<file path="src/rtl/core/lsq_pkg.sv">
// shared types and constants of the lane supersede priority job queue
package lsq_pkg;

    localparam int CMD_W    = 2;
    localparam int KIND_W   = 3;
    localparam int JOB_ID_W = 32;
    localparam int ORD_W    = 32;
    localparam int PEND_W   = 5;

    typedef enum logic [CMD_W-1:0] {
        CMD_ENQUEUE  = 2'd0,
        CMD_DISPATCH = 2'd1,
        CMD_CANCEL   = 2'd2
    } cmd_t;

    typedef enum logic [KIND_W-1:0] {
        KIND_ACCEPTED   = 3'd0,
        KIND_REJECTED   = 3'd1,
        KIND_FULL       = 3'd2,
        KIND_SUPERSEDED = 3'd3,
        KIND_CANCELED   = 3'd4,
        KIND_DISPATCHED = 3'd5,
        KIND_EMPTY      = 3'd6,
        KIND_NONE       = 3'd7
    } kind_t;

    typedef enum logic [2:0] {
        ST_IDLE,
        ST_ENQ,
        ST_CAN,
        ST_SCAN,
        ST_DISP,
        ST_EMIT
    } state_t;

    typedef struct packed {
        kind_t                kind;
        logic [JOB_ID_W-1:0]  job_id;
        logic [JOB_ID_W-1:0]  repl_id;
        logic                 lane;
        logic                 prio;
    } res_t;

endpackage

</file>
<file path="src/rtl/core/lsq_slots.sv">
// per-lane job slots: valid flags, job id, priority and arrival ordinal
module lsq_slots #(
    parameter int NUM_LANES = 2,
    parameter int ID_WIDTH  = 32,
    localparam int LANE_W   = (NUM_LANES > 1) ? $clog2(NUM_LANES) : 1
) (
    input  logic                        aclk,
    input  logic                        aresetn,
    input  logic [LANE_W-1:0]           rd_addr,
    output logic                        rd_valid,
    output logic [ID_WIDTH-1:0]         rd_id,
    output logic                        rd_prio,
    output logic [lsq_pkg::ORD_W-1:0]   rd_ord,
    input  logic                        wr_en,
    input  logic                        wr_set,
    input  logic [LANE_W-1:0]           wr_addr,
    input  logic [ID_WIDTH-1:0]         wr_id,
    input  logic                        wr_prio,
    input  logic [lsq_pkg::ORD_W-1:0]   wr_ord
);

    logic [NUM_LANES-1:0]        valid_reg;
    logic [ID_WIDTH-1:0]         id_reg   [NUM_LANES];
    logic                        prio_reg [NUM_LANES];
    logic [lsq_pkg::ORD_W-1:0]   ord_reg  [NUM_LANES];

    always_ff @(posedge aclk) begin
        if (!aresetn) begin
            valid_reg <= '0;
        end else if (wr_en) begin
            valid_reg[wr_addr] <= wr_set;
        end
    end

    // payload only changes on a set, no reset needed
    always_ff @(posedge aclk) begin
        if (wr_en && wr_set) begin
            id_reg[wr_addr]   <= wr_id;
            prio_reg[wr_addr] <= wr_prio;
            ord_reg[wr_addr]  <= wr_ord;
        end
    end

    assign rd_valid = valid_reg[rd_addr];
    assign rd_id    = id_reg[rd_addr];
    assign rd_prio  = prio_reg[rd_addr];
    assign rd_ord   = ord_reg[rd_addr];

endmodule

</file>
<file path="src/rtl/core/lsq_cmp.sv">
// shared compare unit: does the candidate slot beat the best so far
module lsq_cmp (
    input  logic                        cand_valid,
    input  logic                        cand_prio,
    input  logic [lsq_pkg::ORD_W-1:0]   cand_ord,
    input  logic                        best_found,
    input  logic                        best_prio,
    input  logic [lsq_pkg::ORD_W-1:0]   best_ord,
    output logic                        take
);

    logic [lsq_pkg::ORD_W-1:0] age_diff;
    logic                      older;

    // wrap-safe age test on the sign of the ordinal difference
    assign age_diff = cand_ord - best_ord;
    assign older    = age_diff[lsq_pkg::ORD_W-1];

    assign take = cand_valid &&
                  (!best_found ||
                   (cand_prio && !best_prio) ||
                   ((cand_prio == best_prio) && older));

endmodule

</file>
<file path="src/rtl/core/lane_supersede_priority_job_queue.sv">
// top level of the lane supersede priority job queue
//
//  channel  | direction | handshake                  | payload
//  ---------+-----------+----------------------------+----------------------------------
//  s_       | in        | s_tvalid / s_tready        | s_tuser command, s_tdata request
//  m_       | out       | m_tvalid / m_tready/m_tlast| m_tuser kind, m_tdata job report
//  cfg_     | in        | cfg_wr_en (no wait)        | cfg_wr_data max_pending
//
// one item at a time: accept, then a work state for a valid enqueue or a cancel, then
// its results in turn; dispatch instead walks the slots through the shared
// compare unit, one lane a cycle, then a dispatch state and its result;
// a valid enqueue gives 1 or 2 results, a rejected enqueue goes straight to its
// result, a cancel gives 1, an unused command none
// reset (aresetn low, synchronous) empties all slots, ids restart at one
// a stalled result holds the sequencer in the emit state; nothing is accepted then
module lane_supersede_priority_job_queue #(
    parameter int NUM_LANES = 2,
    parameter int ID_WIDTH  = 32
) (
    input  logic         aclk,
    input  logic         aresetn,
    // request channel
    input  logic         s_tvalid,
    output logic         s_tready,
    input  logic [7:0]   s_tdata,   // lane, priority_req, snapshot_ok, zero fill
    input  logic [1:0]   s_tuser,   // command
    // result channel
    output logic         m_tvalid,
    input  logic         m_tready,
    output logic [79:0]  m_tdata,   // job_id, replacement_id, job_lane, job_priority,
                                    // pending_count, pending_high_water, zero fill
    output logic [2:0]   m_tuser,   // kind
    output logic         m_tlast,
    // configuration
    input  logic         cfg_wr_en,
    input  logic [4:0]   cfg_wr_data  // max_pending
);

    localparam int LANE_W = (NUM_LANES > 1) ? $clog2(NUM_LANES) : 1;
    localparam int PW     = lsq_pkg::PEND_W;
    localparam int OW     = lsq_pkg::ORD_W;

    // sequencer state
    lsq_pkg::state_t state_reg, state_next;

    // latched request
    logic              lane_reg, lane_next;
    logic              prio_reg, prio_next;

    // queue bookkeeping
    logic [ID_WIDTH-1:0] next_id_reg, next_id_next;
    logic [OW-1:0]       next_ord_reg, next_ord_next;
    logic [PW-1:0]       pending_reg, pending_next;
    logic [PW-1:0]       hw_reg, hw_next;
    logic [PW-1:0]       max_pend_reg;

    // scan state for dispatch
    logic [LANE_W-1:0]   scan_idx_reg, scan_idx_next;
    logic                best_found_reg, best_found_next;
    logic [LANE_W-1:0]   best_idx_reg, best_idx_next;
    logic                best_prio_reg, best_prio_next;
    logic [OW-1:0]       best_ord_reg, best_ord_next;
    logic [ID_WIDTH-1:0] best_id_reg, best_id_next;

    // result buffer: up to two results per item
    lsq_pkg::res_t res0_reg, res0_next;
    lsq_pkg::res_t res1_reg, res1_next;
    logic          two_reg, two_next;
    logic          emit_idx_reg, emit_idx_next;

    // slot store ports
    logic [LANE_W-1:0]   rd_addr;
    logic                rd_valid;
    logic [ID_WIDTH-1:0] rd_id;
    logic                rd_prio;
    logic [OW-1:0]       rd_ord;
    logic                wr_en;
    logic                wr_set;
    logic [LANE_W-1:0]   wr_addr;
    logic [ID_WIDTH-1:0] wr_id;
    logic                wr_prio;
    logic [OW-1:0]       wr_ord;

    logic                take;
    logic [LANE_W-1:0]   lane_idx;
    logic                in_lane_ok;
    logic                reg_lane_ok;
    lsq_pkg::res_t       out_res;

    assign lane_idx    = LANE_W'(lane_reg);
    assign in_lane_ok  = (int'(s_tdata[0]) < NUM_LANES);
    assign reg_lane_ok = (int'(lane_reg) < NUM_LANES);

    lsq_slots #(
        .NUM_LANES (NUM_LANES),
        .ID_WIDTH  (ID_WIDTH)
    ) u_slots (
        .aclk     (aclk),
        .aresetn  (aresetn),
        .rd_addr  (rd_addr),
        .rd_valid (rd_valid),
        .rd_id    (rd_id),
        .rd_prio  (rd_prio),
        .rd_ord   (rd_ord),
        .wr_en    (wr_en),
        .wr_set   (wr_set),
        .wr_addr  (wr_addr),
        .wr_id    (wr_id),
        .wr_prio  (wr_prio),
        .wr_ord   (wr_ord)
    );

    lsq_cmp u_cmp (
        .cand_valid (rd_valid),
        .cand_prio  (rd_prio),
        .cand_ord   (rd_ord),
        .best_found (best_found_reg),
        .best_prio  (best_prio_reg),
        .best_ord   (best_ord_reg),
        .take       (take)
    );

    // registers with reset
    always_ff @(posedge aclk) begin
        if (!aresetn) begin
            state_reg    <= lsq_pkg::ST_IDLE;
            next_id_reg  <= ID_WIDTH'(1);
            next_ord_reg <= '0;
            pending_reg  <= '0;
            hw_reg       <= '0;
            max_pend_reg <= PW'(2);
            emit_idx_reg <= 1'b0;
        end else begin
            state_reg    <= state_next;
            next_id_reg  <= next_id_next;
            next_ord_reg <= next_ord_next;
            pending_reg  <= pending_next;
            hw_reg       <= hw_next;
            emit_idx_reg <= emit_idx_next;
            if (cfg_wr_en) begin
                max_pend_reg <= cfg_wr_data;
            end
        end
    end

    // payload registers
    always_ff @(posedge aclk) begin
        lane_reg       <= lane_next;
        prio_reg       <= prio_next;
        scan_idx_reg   <= scan_idx_next;
        best_found_reg <= best_found_next;
        best_idx_reg   <= best_idx_next;
        best_prio_reg  <= best_prio_next;
        best_ord_reg   <= best_ord_next;
        best_id_reg    <= best_id_next;
        res0_reg       <= res0_next;
        res1_reg       <= res1_next;
        two_reg        <= two_next;
    end

    // sequencer
    always_comb begin
        logic [PW-1:0]  pend_ev;
        lsq_pkg::res_t  r_new;

        state_next      = state_reg;
        lane_next       = lane_reg;
        prio_next       = prio_reg;
        next_id_next    = next_id_reg;
        next_ord_next   = next_ord_reg;
        pending_next    = pending_reg;
        hw_next         = hw_reg;
        scan_idx_next   = scan_idx_reg;
        best_found_next = best_found_reg;
        best_idx_next   = best_idx_reg;
        best_prio_next  = best_prio_reg;
        best_ord_next   = best_ord_reg;
        best_id_next    = best_id_reg;
        res0_next       = res0_reg;
        res1_next       = res1_reg;
        two_next        = two_reg;
        emit_idx_next   = emit_idx_reg;

        s_tready = 1'b0;
        m_tvalid = 1'b0;
        rd_addr  = lane_idx;
        wr_en    = 1'b0;
        wr_set   = 1'b0;
        wr_addr  = lane_idx;
        wr_id    = next_id_reg;
        wr_prio  = prio_reg;
        wr_ord   = next_ord_reg;
        pend_ev  = pending_reg - PW'(rd_valid);
        r_new    = '0;

        case (state_reg)
            lsq_pkg::ST_IDLE: begin
                s_tready = 1'b1;
                if (s_tvalid) begin
                    lane_next = s_tdata[0];
                    prio_next = s_tdata[1];
                    two_next  = 1'b0;
                    case (lsq_pkg::cmd_t'(s_tuser))
                        lsq_pkg::CMD_ENQUEUE: begin
                            if (s_tdata[2] && in_lane_ok) begin
                                state_next = lsq_pkg::ST_ENQ;
                            end else begin
                                // bad snapshot or lane: no id used
                                r_new.kind = lsq_pkg::KIND_REJECTED;
                                r_new.lane = s_tdata[0];
                                r_new.prio = s_tdata[1];
                                res0_next  = r_new;
                                state_next = lsq_pkg::ST_EMIT;
                            end
                        end
                        lsq_pkg::CMD_DISPATCH: begin
                            scan_idx_next   = '0;
                            best_found_next = 1'b0;
                            state_next      = lsq_pkg::ST_SCAN;
                        end
                        lsq_pkg::CMD_CANCEL: begin
                            state_next = lsq_pkg::ST_CAN;
                        end
                        default: begin
                            state_next = lsq_pkg::ST_IDLE;
                        end
                    endcase
                end
            end

            lsq_pkg::ST_ENQ: begin
                next_id_next = next_id_reg + ID_WIDTH'(1);
                // evict the lane's queued job first
                res0_next.kind    = lsq_pkg::KIND_SUPERSEDED;
                res0_next.job_id  = lsq_pkg::JOB_ID_W'(rd_id);
                res0_next.repl_id = lsq_pkg::JOB_ID_W'(next_id_reg);
                res0_next.lane    = lane_reg;
                res0_next.prio    = rd_prio;
                r_new.job_id      = lsq_pkg::JOB_ID_W'(next_id_reg);
                r_new.lane        = lane_reg;
                r_new.prio        = prio_reg;
                wr_en             = rd_valid;
                if (pend_ev >= max_pend_reg) begin
                    r_new.kind   = lsq_pkg::KIND_FULL;
                    pending_next = pend_ev;
                end else begin
                    r_new.kind    = lsq_pkg::KIND_ACCEPTED;
                    wr_en         = 1'b1;
                    wr_set        = 1'b1;
                    next_ord_next = next_ord_reg + OW'(1);
                    pending_next  = pend_ev + PW'(1);
                end
                if (rd_valid) begin
                    res1_next = r_new;
                    two_next  = 1'b1;
                end else begin
                    res0_next = r_new;
                end
                state_next = lsq_pkg::ST_EMIT;
            end

            lsq_pkg::ST_CAN: begin
                r_new.lane = lane_reg;
                if (reg_lane_ok && rd_valid) begin
                    wr_en        = 1'b1;
                    pending_next = pending_reg - PW'(1);
                    r_new.kind   = lsq_pkg::KIND_CANCELED;
                    r_new.job_id = lsq_pkg::JOB_ID_W'(rd_id);
                    r_new.prio   = rd_prio;
                end else begin
                    r_new.kind   = lsq_pkg::KIND_NONE;
                end
                res0_next  = r_new;
                state_next = lsq_pkg::ST_EMIT;
            end

            lsq_pkg::ST_SCAN: begin
                rd_addr = scan_idx_reg;
                if (take) begin
                    best_found_next = 1'b1;
                    best_idx_next   = scan_idx_reg;
                    best_prio_next  = rd_prio;
                    best_ord_next   = rd_ord;
                    best_id_next    = rd_id;
                end
                if (scan_idx_reg == LANE_W'(NUM_LANES - 1)) begin
                    state_next = lsq_pkg::ST_DISP;
                end else begin
                    scan_idx_next = scan_idx_reg + LANE_W'(1);
                end
            end

            lsq_pkg::ST_DISP: begin
                wr_addr = best_idx_reg;
                if (best_found_reg) begin
                    wr_en        = 1'b1;
                    pending_next = pending_reg - PW'(1);
                    r_new.kind   = lsq_pkg::KIND_DISPATCHED;
                    r_new.job_id = lsq_pkg::JOB_ID_W'(best_id_reg);
                    r_new.lane   = best_idx_reg[0];
                    r_new.prio   = best_prio_reg;
                end else begin
                    r_new.kind   = lsq_pkg::KIND_EMPTY;
                end
                res0_next  = r_new;
                state_next = lsq_pkg::ST_EMIT;
            end

            lsq_pkg::ST_EMIT: begin
                m_tvalid = 1'b1;
                if (m_tready) begin
                    if (emit_idx_reg == two_reg) begin
                        emit_idx_next = 1'b0;
                        state_next    = lsq_pkg::ST_IDLE;
                    end else begin
                        emit_idx_next = 1'b1;
                    end
                end
            end

            default: begin
                state_next = lsq_pkg::ST_IDLE;
            end
        endcase

        // high water tracks the count left by each step
        if (pending_next > hw_reg) begin
            hw_next = pending_next;
        end
    end

    // result channel: bookkeeping registers already hold the post-step values
    assign out_res = emit_idx_reg ? res1_reg : res0_reg;
    assign m_tuser = out_res.kind;
    assign m_tlast = (emit_idx_reg == two_reg);
    assign m_tdata = {4'b0, hw_reg, pending_reg, out_res.prio, out_res.lane,
                      out_res.repl_id, out_res.job_id};

    // checks
    a_no_overlap: assert property (@(posedge aclk) disable iff (!aresetn)
        !(s_tready && m_tvalid))
        else $error("request taken while a result is pending");

    a_pending_bound: assert property (@(posedge aclk) disable iff (!aresetn)
        int'(pending_reg) <= NUM_LANES)
        else $error("pending count beyond lane count");

    a_high_water: assert property (@(posedge aclk) disable iff (!aresetn)
        hw_reg >= pending_reg)
        else $error("high water below pending count");

    a_last_ends: assert property (@(posedge aclk) disable iff (!aresetn)
        (m_tvalid && m_tready && m_tlast) |=> !m_tvalid)
        else $error("result after final item of a request");

endmodule

</file>
<file path="config.mk">
export PLATFORM = sky130hd
export DESIGN_NAME = lane_supersede_priority_job_queue
export DESIGN_NICKNAME = d
export VERILOG_FILES = /design/src/rtl/core/lsq_pkg.sv /design/src/rtl/core/lsq_slots.sv /design/src/rtl/core/lsq_cmp.sv /design/src/rtl/core/lane_supersede_priority_job_queue.sv
export SDC_FILE = /design/constraint.sdc
export NUM_CORES = 1
export LEC_CHECK = 0
export BUFFER_PORTS_ARGS = -buffer_cell sky130_fd_sc_hd__buf_4
export CORE_ASPECT_RATIO = 0.8
export CORE_MARGIN = 2
export CORE_UTILIZATION = 64
export CTS_CLUSTER_DIAMETER = 200
export DETAILED_ROUTE_END_ITERATION = 6
export GPL_TIMING_DRIVEN = 0
export PLACE_DENSITY = 0.83
export RECOVER_POWER = 100
export SETUP_SLACK_MARGIN = 0.5
export SLEW_MARGIN = 20
export SYNTH_ARGS = -nofsm -noshare
export SYNTH_HDL_FRONTEND = slang
export SYNTH_HIERARCHICAL = 1
export SYNTH_SLANG_ARGS = --single-unit
</file>
<file path="constraint.sdc">
create_clock -name aclk -period 12.2 [get_ports aclk]
set_input_delay 1.83 -clock aclk [delete_from_list [all_inputs] [get_ports aclk]]
set_output_delay 1.83 -clock aclk [all_outputs]
set_load 0.02 [all_outputs]
</file>
==> After elaboration in Yosys (flattened, before gate mapping) <==
Memory sizes are Yosys's and may differ from the RTL's.
Index checks and enable logic that the tools add are counted.
Widths: inputs -> output; s select.
{ "op_classes": {"add_sub_neg": 7, "magnitude_cmp": 5, "eq_ne": 18, "n_mux": 51, "bitwise": 1, "n_reduce_logical": 25} }
{ "ops": {"columns": ["operator", "count"], "rows": [
  ["$mux 69", 5],
  ["$pmux 69 s4", 1],
  ["$add 32x1->32 const B", 2],
  ["$mux 32", 2],
  ["$sub 32x32->32", 1],
  ["$mux 1", 22],
  ["$mux 3", 5],
  ["$mux 5", 3],
  ["$pmux 5 s3", 1],
  ["$ne 2x2->1 const B", 7],
  ["$pmux 3 s4", 1],
  ["$reduce_and 4->1", 3],
  ["$reduce_and 2->1", 5],
  ["$pmux 3 s3", 1],
  ["$mux 2", 4],
  ["$eq 3x2->1 const B", 2],
  ["$eq 3x3->1 const B", 2],
  ["$pmux 1 s2", 3],
  ["$reduce_and 3->1", 2],
  ["$add 5x1->5 const B", 1],
  ["$ge 5x5->1", 1],
  ["$gt 5x5->1", 1],
  ["$logic_and 1x1->1", 5],
  ["$sub 5x1->5", 1],
  ["20 further kinds", 26]
]} }
{ "word_totals": {"register_bits": 262, "ram_bits": 130, "inputBits": 20, "output_inout_bits": 86, "memories": 3} }
{ "memory_table": {"columns": ["name", "depth", "word_bits", "rd", "rd_ports_with_merged_regs", "wr", "line", "text"], "rows": [
  ["u_slots.id_reg", 2, 32, 1, 0, 1, "lsq_slots.sv:23", "logic [ID_WIDTH-1:0] id_reg [NUM_LANES];"],
  ["u_slots.ord_reg", 2, 32, 1, 0, 1, "lsq_slots.sv:25", "logic [lsq_pkg::ORD_W-1:0] ord_reg [NUM_LANES];"],
  ["u_slots.prio_reg", 2, 1, 1, 0, 1, "lsq_slots.sv:24", "logic prio_reg [NUM_LANES];"]
]} }

==> Depth between registers and ports, before layout <==
Gate-level depths: netlist of the first run.
{ "logic_depth": {"word_depth": 11, "depth_mapped": 26} }

==> By module <==
Netlist of the first run, hierarchy kept.
{ "modules_own_cells": {"columns": ["mod", "n_inst", "cells_each", "area_each_um2", "seq_area_each_um2"], "rows": [
  ["lane_supersede_priority_job_queue", 1, 960, 11562.3, 6916.6],
  ["lsq_slots", 1, 213, 4954.8, 3943.8],
  ["lsq_cmp", 1, 119, 813.3, 0.0]
]} }

==> Worst setup path before layout of the first run <==
OpenSTA, ideal clock, no wires.
{ "synth_timing": {"path_type": "reg2reg", "start": "register state_reg[1]", "end": "memory u_slots.id_reg[0][0], enable pin", "arrival_ns": 5.947, "setup_slack_ns": 5.823, "path_stages_with_launch": 20, "path_buffers": 5, "period_less_slack_ns": 6.377, "cell_sequence": "dfxtp_1 > clkbuf_1 > clkbuf_1 > buf_1 > and2_1 > mux2_2 > buf_6 > mux2_2 > ha_1 > ha_1 > nor3b_1 > xnor2_1 > inv_1 > ha_1 > and2_1 > clkbuf_1 > a211oi_2 > or3_1 > nor2b_1 > and2_1"} }
{ "synth_between": {"elab_chain_cells": 11, "word_cells_on_any_way": 18, "cone_classes": "add/sub: 1; order compare: 1; eq/ne: 4; mux: 11; reduce/logical: 1"} }
{ "synth_lines": {"columns": ["item", "line", "text"], "rows": [
  ["start, declared", "lane_supersede_priority_job_queue.sv:44", "lsq_pkg::state_t state_reg, state_next;"],
  ["start signal, assigned", "lane_supersede_priority_job_queue.sv:126", "state_reg <= lsq_pkg::ST_IDLE;"],
  ["start signal, assigned", "lane_supersede_priority_job_queue.sv:134", "state_reg <= state_next;"],
  ["$eq 3x2->1", "lane_supersede_priority_job_queue.sv:196", "case (state_reg)"],
  ["$mux 1", "lane_supersede_priority_job_queue.sv:196", null],
  ["net rd_addr", "lane_supersede_priority_job_queue.sv:72", "logic [LANE_W-1:0] rd_addr;"],
  ["$mux 1 (not written as such) (2 in series)", "lsq_slots.sv:44", "assign rd_valid = valid_reg[rd_addr];"],
  ["net rd_valid", "lane_supersede_priority_job_queue.sv:73", "logic rd_valid;"],
  ["$sub 5x1->5", "lane_supersede_priority_job_queue.sv:193", "pend_ev = pending_reg - PW'(rd_valid);"],
  ["$ge 5x5->1", "lane_supersede_priority_job_queue.sv:243", "if (pend_ev >= max_pend_reg) begin"],
  ["$mux 1", "lane_supersede_priority_job_queue.sv:243", null],
  ["$mux 1", "lane_supersede_priority_job_queue.sv:196", null],
  ["net wr_set", "lane_supersede_priority_job_queue.sv:78", "logic wr_set;"],
  ["$logic_and 1x1->1", "lsq_slots.sv:37", "if (wr_en && wr_set) begin"],
  ["$mux 1", "lsq_slots.sv:37", null],
  ["$mux 1 (not written as such)", "lsq_slots.sv:38", "id_reg[wr_addr] <= wr_id;"],
  ["end, declared", "lsq_slots.sv:23", null]
]} }
The timed path passes the listed nets, and every way through them passes these cells. The select of a mux whose other input is x is not followed.

==> Worst setup path after layout of the first run <==
{ "layout_timing": {"start": "register state_reg[1]", "end": "register best_ord_reg[18], enable pin"} }
{ "layout_between": {"elab_chain_cells": 8, "word_cells_on_any_way": 14, "cone_classes": "add/sub: 1; eq/ne: 2; mux: 3; reduce/logical: 6; memory: 2"} }
{ "layout_lines": {"columns": ["item", "line", "text"], "rows": [
  ["$eq 3x2->1", "lane_supersede_priority_job_queue.sv:196", null],
  ["$mux 1", "lane_supersede_priority_job_queue.sv:196", null],
  ["net rd_addr", "lane_supersede_priority_job_queue.sv:72", null],
  ["$mem_v2 2x32", null, null],
  ["net rd_ord[29]", "lane_supersede_priority_job_queue.sv:76", "logic [OW-1:0] rd_ord;"],
  ["$sub 32x32->32", "lsq_cmp.sv:16", "assign age_diff = cand_ord - best_ord;"],
  ["$logic_and 1x1->1", "lsq_cmp.sv:22", "((cand_prio == best_prio) && older));"],
  ["$logic_or 1x1->1", "lsq_cmp.sv:21", "(cand_prio && !best_prio) ||"],
  ["$logic_and 1x1->1", "lsq_cmp.sv:19", "assign take = cand_valid &&"],
  ["net take", "lane_supersede_priority_job_queue.sv:84", "logic take;"],
  ["$reduce_and 2->1 (no line)", null, null],
  ["end signal, assigned", "lane_supersede_priority_job_queue.sv:154", "best_ord_reg <= best_ord_next;"],
  ["end, declared", "lane_supersede_priority_job_queue.sv:62", "logic [OW-1:0] best_ord_reg, best_ord_next;"]
]} }
The timed path passes the listed nets, and every way through them passes these cells. The select of a mux whose other input is x is not followed.
A chain may end at the register's enable or synchronous reset.

==> impl_metrics.csv, run 1 <==
group,metric,value,unit
status,outcome,"finished with violations",
status,violations,"capacitance limit, slew limit",
synth,synth_top_area_share,52.8,%
clock_tree,cts_tree,"yes",
layout,drive_gt1_share,8.60,%
timing,skew,22.5,ps
timing,slew_headroom,-71.6,%
pwr,power,4.04,mW
layout,largest_register_ff_count,69,
setup_path,cpPeakStageDelay,1910,ps
setup_path,worst_ep_arrival_time,9260,ps
floorplan,rows,53,
timing,final.setup.tns,0,ps
setup_path,r2r_slack,3020,ps
grt,grt_pass1_vias,10960,
place,post-place-ws,5410,ps
synth,synth-main-ff-cell,"edfxtp_1",
place,dp.cells,1754,
layout,multi_input_area,5750,µm²
setup_path,cp_data_required_time,12280,ps
setup_path,cp_num_cells,17,
setup_path,start_kind,"flop",
clock_tree,numClockSinks,390,
setup_path,path_common_cell,"clkbuf_1",
layout,area_growth,11.1,%
synth,async_flop_share,0,%
clock_tree,cts_hold_buf,0,
pwr,p_leak,7.20,nW
timing,finalHoldViolations,0,
clock_tree,cts_setup_buffers,0,
layout,filler_cell_count,1768,
layout,stdcell_count,1823,
setup_path,cp_num_buf_inv,6,
setup_path,crit_start,"state_reg[1]",
setup_path,cpLargestDelayFamily,"buffers and inverters",
routing,ant_nets,0,
synth,ys_ff_latch,390,
grt,antenna_found_initial,1,
routing,dr.first_iter.drc_count,914,
timing,drv_slew,118,
pwr,power_switching_share,33.4,%
synth,synth-edff-count,305,
timing,finalCriticalPeriod,9180,ps
grt,overflow,0,
setup_path,crit_end,"best_ord_reg[18]",
pwr,p_sw,1.35,mW
floorplan,core_area,26500,µm²
clock_tree,cts_buffers,38,
synth,synthTopCellsByArea,"edfxtp_1 (53%), dfxtp_1 (9.8%), mux2_2 (4.1%)",
setup_path,crit_path_end_kind,"flop",
synth,synth.most_common_cell,"edfxtp_1",
timing,fin_ws,3020,ps
clock_tree,post_cts_resized,0,
routing,remaining_drc_errors,0,
setup_path,worstRegToRegCells,17,
synth,synth-seq-area-share,62.7,%
place,dpl.hpwl,24900,µm
pwr,pwr-share-comb,29.3,%
synth,ys_types,66,
floorplan,start_util,65.5,%
setup_path,slowest_stage,"clkbuf_1",
layout,final_core_util,72.7,%
pwr,intPower,2.69,mW
synth,syn_area_per_cell,13.4,µm²
routing,wl_per_cell,20.7,µm
pwr,seqPwrFrac,43.2,%
clock_tree,clkTransAtPathRegs,60,ps
floorplan,die_w,188,µm
timing,rsz0062_at_grt,"no",
place,port_buffers,95,
setup_path,r2r-start,"state_reg[1]",
pwr,irDropWorstVdd,190,µV
routing,wirelength,37800,µm
pwr,p_clk_share,27.5,%
clock_tree,clk_path_buf_depth,3,
job,maxCapViolations,4,
timing,clock.fmax,109,MHz
synth,syn_area,17300,µm²
synth,netlist_instances,1292,
grt,grt_max_degree,51,
place,place_congestion,0.873,
min_path,hp-class,"flop to flop",
synth,synth_common_cells,"edfxtp_1 (305), dfxtp_1 (85), nand2_1 (85)",
timing,tightest_slew,2570,ps
clock_tree,htree_levels,2,
routing,dr.pass1.iters,5,
grt,grtUsageTotal,26.8,%
pwr,power.density,210,nW/µm²
routing,vias_per_cell,5.97,
setup_path,r2r_end,"best_ord_reg[18]",
floorplan,io-pin-count,106,
floorplan,die-area,28400,µm²
routing,dr_total_vias,10877,
setup_path,path_class,"flop to flop",
layout,nNetsFinal,1506,
timing,final-setup-viol-count,0,
setup_path,crit_chain,"clkbuf_1 > clkbuf_1 > clkbuf_1 > and2_0 > mux2_1 > clkbuf_1 > clkbuf_1 > mux2_1 > ha_1 > nand4_1 > nor3_1 > a221o_1 > or3_1 > a311o_1 > nand4_1 > and3_1 > clkbuf_1",
timing,finalCritPeriodShare,75.2,%
clock_tree,cts-root-buf,"clkbuf_16",
synth,synth-warning-count,6,
grt,grt_pass1_wl,59100,µm
synth,yosysTopAreaCell,"edfxtp_1",
floorplan,die_h,151,µm
layout,seq_area,10900,µm²
setup_path,worstPathMaxFanout,43,
clock_tree,insertion_delay,530,ps
==> stage by stage <==
stage / area (µm²) / hold slack [ps]
2_1_floorplan: 17300 / 426
5_1_grt: 19200 / 489
3_5_place_dp: 18700 / 462
4_1_cts: 19900 / 479
3_3_place_gp: 18500 / 440
6_report: 19200 / 477
==> per-layer routing <==
layer / GRT usage, % / part of all wire, %
met5: 0 / 0
met4: 8.11 / 2.2
met3: 4.43 / 8.1
met2: 43.4 / 46
met1: 37.9 / 44
==> power groups by stage <==
stage | clock, mW | combinational, mW | sequential [mW]
2_1_floorplan | 0 | 0.842 | 1.78
3_3_place_gp | 0 | 1.25 | 1.80
3_5_place_dp | 0 | 1.36 | 1.76
4_1_cts | 1.12 | 1.37 | 1.73
5_1_grt | 1.17 | 1.27 | 1.76
6_report | 1.11 | 1.18 | 1.74
==> area by class of cell <==
| class | instances | area share (%) |
|---|---|---|
| tap | 357 | 2.32 |
| timing repair buffer | 102 | 2.65 |
| buffer | 61 | 1.35 |
| inverter | 65 | 1.28 |
| multi-input combinational | 779 | 29.9 |
| clock inverter | 8 | 0.293 |
| sequential | 390 | 56.4 |
| clock buffer | 60 | 5.79 |
| antenna | 1 | 0.0130 |
==> worst min-delay path, stage by stage, from the launching register on <==
cell and delay [ps]:
dfxtp_1 310, nand2_1 60, mux2i_1 60
==> cell usage in the layout (no fill, tap or decap), drive strengths merged, types with 23 or more instances in the layout <==
cell type,count
edfxtp,305
clkbuf,190
mux2,103
nand2,85
dfxtp,85
inv,68
o21ai,62
nor2b,55
and2,54
ha,49
xnor2,47
mux2i,42
and3,39
a21oi,38
buf,33
nand3,26
nor2,24
nand4,23
==> cell families after synthesis <==
family | after synthesis | synth area share [%]
xor+xnor | 59 | 2.98
other cells | 1 | 0.0216
flops | 390 | 62.7
mux | 145 | 9.98
simple gates | 367 | 12.1
fa+ha+maj | 49 | 3.54
compound gates | 155 | 5.49
buf+inv | 126 | 3.20
==> worst min path at each step <==
stage | start | endpoint | cells past startpoint
6_report | u_slots/valid_reg[0] | u_slots/valid_reg[0] | 2
5_1_grt | u_slots/valid_reg[0] | u_slots/valid_reg[0] | 2
4_1_cts | u_slots/valid_reg[0] | u_slots/valid_reg[0] | 2
3_5_place_dp | u_slots/valid_reg[0] | u_slots/valid_reg[0] | 2
3_3_place_gp | u_slots/valid_reg[0] | u_slots/valid_reg[0] | 2
2_1_floorplan | next_ord_reg[26] | u_slots/ord_reg[0][26] | 0
Note: power is estimated with default switching activity, not from simulation.
==> run 2: changes to the inputs <==
- CORE_UTILIZATION: 64 -> 61
- PLACE_DENSITY: 0.83 -> 0.8
- clock period: 12.2 -> 9.1 ns (I/O delays scaled with it)
==> impl_metrics.csv, run 2 (synthesis results as in run 1) <==
group,metric,value,unit
floorplan,die_h,155,µm
clock_tree,clkTransAtPathRegs,70,ps
floorplan,die-area,29800,µm²
timing,final.setup.tns,0,ps
floorplan,rows,55,
routing,dr_total_vias,10649,
clock_tree,cts_tree,"yes",
pwr,power.density,282,nW/µm²
timing,rsz0062_at_grt,"no",
setup_path,path_class,"flop to flop",
timing,tightest_slew,1750,ps
routing,vias_per_cell,5.79,
layout,most-common-layout-cells,"edfxtp_1 (305), clkbuf_1 (127), nand2_1 (85), dfxtp_1 (85), mux2_1 (72)",
timing,final-setup-viol-count,0,
timing,finalCriticalPeriod,7750,ps
setup_path,start_kind,"flop",
setup_path,r2r-start,"state_reg[1]",
clock_tree,clk_path_buf_depth,3,
status,outcome,"finished with violations",
status,violations,"capacitance limit, slew limit",
grt,grt_pass1_vias,10447,
clock_tree,numClockSinks,390,
setup_path,r2r_slack,1350,ps
layout,area_growth,11.7,%
min_path,min_from,"next_ord_reg[26]",
floorplan,core_area,28100,µm²
clock_tree,cts_buffers,39,
setup_path,crit_path_end_kind,"flop",
min_path,hp-class,"flop to flop",
floorplan,start_util,61.6,%
setup_path,worst_ep_arrival_time,7960,ps
timing,finalCritPeriodShare,85.1,%
clock_tree,cts_hold_buf,0,
pwr,p_leak,7.25,nW
timing,skew,22.8,ps
layout,stdcell_count,1839,
timing,clock.fmax,129,MHz
grt,overflow,0,
clock_tree,insertion_delay,530,ps
grt,grtUsageTotal,24.8,%
place,place_congestion,0.898,
timing,finalHoldViolations,0,
setup_path,cp_data_required_time,9310,ps
grt,grt_pass1_wl,56600,µm
layout,final_core_util,68.8,%
pwr,irDropWorstVdd,251,µV
layout,drive_gt1_share,9.81,%
place,port_buffers,95,
routing,ant_nets,0,
layout,nNetsFinal,1507,
routing,dr.pass1.iters,6,
place,dp.cells,1767,
clock_tree,post_cts_resized,0,
layout,layout_commonest_cell,"edfxtp_1",
layout,largest_register_ff_count,69,
grt,grt_max_degree,46,
floorplan,die_w,192,µm
routing,remaining_drc_errors,0,
place,dpl.hpwl,24300,µm
setup_path,crit_start,"state_reg[1]",
clock_tree,htree_levels,2,
routing,dr.first_iter.drc_count,1082,
routing,wl_per_cell,19.9,µm
routing,wirelength,36500,µm
timing,drv_slew,79,
clock_tree,cts_setup_buffers,0,
clock_tree,cts-root-buf,"clkbuf_16",
job,maxCapViolations,3,
setup_path,worstPathMaxFanout,37,
grt,antenna_found_initial,0,
timing,slew_headroom,-16.5,%
floorplan,io-pin-count,106,
run 2: area by class of cell:
class	instances	area (µm²)
fillers	2035	8790
diodes	1	2.50
well taps	370	463
clock buffers	48	1090
flip-flops and latches	390	10900
inverters	65	246
multi-input cells	779	5740
repair buffers	102	522
clock inverters	23	169
plain buffers	61	260
run 2: worst paths after layout:
| path | endpoint | depth (start not counted) |
|---|---|---|
| setup / recovery | u_slots/id_reg[1][22] | 19 |
| hold / removal | u_slots/ord_reg[1][26] | 0 |
| setup reg to reg | u_slots/id_reg[1][22] | 19 |
| hold reg to reg | u_slots/ord_reg[1][26] | 0 |
run 2: per-stage QoR:
stage | power (mW) | area (µm²) | setup WS, ps | hold WS (ps)
6_report | 5.46 | 19400 | 1350 | 470
5_1_grt | 5.70 | 19400 | 909 | 501
4_1_cts | 5.73 | 20000 | 2250 | 472
3_5_place_dp | 4.18 | 18700 | 2400 | 447
3_3_place_gp | 4.09 | 18500 | 777 | 442
2_1_floorplan | 3.51 | 17300 | 2720 | 426
run 2: layer usage:
metal | GRT usage [%] | vias to the layer above | routed length, µm
li1 | - | 4996 | -
met1 | 36.1 | 5219 | 16300
met2 | 38.9 | 380 | 16900
met3 | 3.90 | 54 | 2550
met4 | 6.91 | 0 | 717
met5 | 0 | - | 0
run 2: power breakdown:
group          internal (mW)  switching (mW)  leakage [nW]
sequential              2.25          0.0803          3.73
clock                  0.887           0.662         0.625
combinational          0.506            1.07          2.89
run 2: critical path: stages (launching register included):
cell	delay, ps
dfxtp_1	300
clkbuf_1	310
clkbuf_1	400
clkbuf_1	400
and2_0	330
mux2_1	270
clkbuf_1	600
mux2_1	520
ha_1	270
ha_1	250
nor3b_1	170
xnor2_1	140
inv_1	90
ha_1	320
and2_1	150
clkbuf_1	140
a211oi_2	780
or3_1	260
and3_1	1350
buf_12	350
==> run 3: changes to the inputs <==
- clock period: 9.1 -> 8.5 ns (I/O delays scaled with it)
==> impl_metrics.csv, run 3 (synthesis results as in run 1) <==
group,metric,value,unit
status,outcome,"finished with violations",
setup_path,worst_ep_arrival_time,7760,ps
pwr,p_leak,7.21,nW
floorplan,rows,55,
grt,grtUsageMet3,3.90,%
layout,largest_register_ff_count,69,
routing,vias_per_cell,5.79,
timing,rsz0062_at_grt,"no",
layout,diodes,0,
floorplan,die_h,155,µm
timing,fin_ws,950,ps
timing,finalHoldViolations,0,
place,dpl.hpwl,24300,µm
min_path,min_from,"next_ord_reg[26]",
floorplan,die_w,192,µm
grt,grt.busiest_layer,"met2",
clock_tree,post_cts_resized,0,
pwr,power.density,302,nW/µm²
clock_tree,clkTransAtPathRegs,70,ps
timing,hold_slack,471,ps
layout,most-common-layout-cells,"edfxtp_1 (305), clkbuf_1 (127), nand2_1 (85), dfxtp_1 (85), mux2_1 (70)",
setup_path,crit_start,"state_reg[1]",
grt,grtUsageTotal,24.8,%
layout,filler_cell_count,2037,
clock_tree,cts_buffers,39,
place,placed_cell_area,18700,µm²
timing,tightest_slew,1750,ps
setup_path,worstPathMaxFanout,38,
setup_path,crit_path_end_kind,"flop",
clock_tree,numClockSinks,390,
grt,overflow,0,
layout,seq_area,10900,µm²
grt,grt_max_degree,46,
floorplan,io-pin-count,106,
grt,antenna_found_initial,0,
grt,grt_pass1_vias,10447,
place,dp.cells,1767,
layout,nNetsFinal,1507,
place,port_buffers,95,
routing,dr.pass1.iters,5,
setup_path,cp_data_required_time,8710,ps
clock_tree,htree_levels,2,
routing,dr_total_vias,10645,
clock_tree,cts_setup_buffers,0,
floorplan,core_area,28100,µm²
floorplan,die-area,29800,µm²
layout,area_growth,11.6,%
clock_tree,insertion_delay,530,ps
layout,layout_commonest_cell,"edfxtp_1",
layout,multi_input_area,5710,µm²
pwr,power,5.85,mW
layout,stdcell_count,1838,
clock_tree,cts_hold_buf,0,
grt,grt_use_met2,38.9,%
setup_path,path_class,"flop to flop",
status,violations,"capacitance limit, slew limit",
grt,met1_usage,36.1,%
timing,skew,22.7,ps
routing,wl_per_cell,19.9,µm
setup_path,start_kind,"flop",
layout,drive_gt1_share,9.74,%
timing,clock.fmax,132,MHz
clock_tree,cts_tree,"yes",
clock_tree,cts-root-buf,"clkbuf_16",
routing,ant_nets,0,
pwr,irDropWorstVdd,269,µV
timing,final-setup-viol-count,0,
routing,dr.first_iter.drc_count,1078,
layout,final_core_util,68.7,%
job,maxCapViolations,4,
timing,slew_headroom,-17.0,%
place,post-place-ws,1800,ps
timing,drv_slew,107,
layout,stdcell_area,19300,µm²
clock_tree,clk_path_buf_depth,3,
routing,remaining_drc_errors,0,
timing,final.setup.tns,0,ps
place,place_congestion,0.898,
grt,grt_pass1_wl,56600,µm
setup_path,r2r-start,"state_reg[1]",
timing,finalCritPeriodShare,88.8,%
timing,finalCriticalPeriod,7550,ps
routing,wirelength,36500,µm
floorplan,start_util,61.6,%
min_path,hp-class,"flop to flop",
## run 3: cell types whose count changed in the layout (fill, tap and decap cells not counted), moves of 2 or more
cell | before | now
mux2_1 | 72 | 70
mux2_2 | 27 | 29
nand4_1 | 21 | 23
nand4_4 | 2 | 0
## run 3: final cells by class
class	instances	share of cell area (%)
repair buffers	102	2.78
inverters	65	1.27
clock inverters	23	0.874
flip-flops and latches	390	56.2
plain buffers	61	1.35
well taps	370	2.39
clock buffers	48	5.64
multi-input cells	779	29.5
## run 3: worst paths after layout
| check | end | slack [ps] | depth (start not counted) |
|---|---|---|---|
| setup / recovery | u_slots/id_reg[0][24] | 950 | 20 |
| hold / removal | u_slots/ord_reg[1][26] | 470 | 0 |
| hold reg to reg | u_slots/ord_reg[1][26] | 470 | 0 |
| setup reg to reg | u_slots/id_reg[0][24] | 950 | 20 |
## run 3: where the power goes
group	internal (mW)	switching (mW)	total, mW	leakage [nW]
clock network	0.949	0.710	1.66	0.625
logic	0.541	1.15	1.69	2.86
registers	2.41	0.0866	2.50	3.73
total	3.90	1.94	5.85	7.21
## run 3: routing by layer
layer | share of wire (%) | wire length, µm | vias to the layer above
met4 | 2.1 | 756 | 0
met5 | 0 | 0 | -
li1 | - | - | 4994
met2 | 46 | 16800 | 381
met1 | 45 | 16400 | 5214
met3 | 6.9 | 2530 | 56
## run 3: critical path, stage by stage, from the launching register on
cell      delay (ps)
dfxtp_1          310
clkbuf_1         290
clkbuf_1         390
clkbuf_1         400
and2_0           340
mux2_1           430
buf_6            190
mux2_1           440
ha_1             270
ha_1             250
nor3b_1          170
xnor2_1          140
inv_1             90
ha_1             320
and2_1           150
clkbuf_1         150
a211oi_2         770
or3_1            260
nor2b_1          210
and2_1          1300
buf_12           340
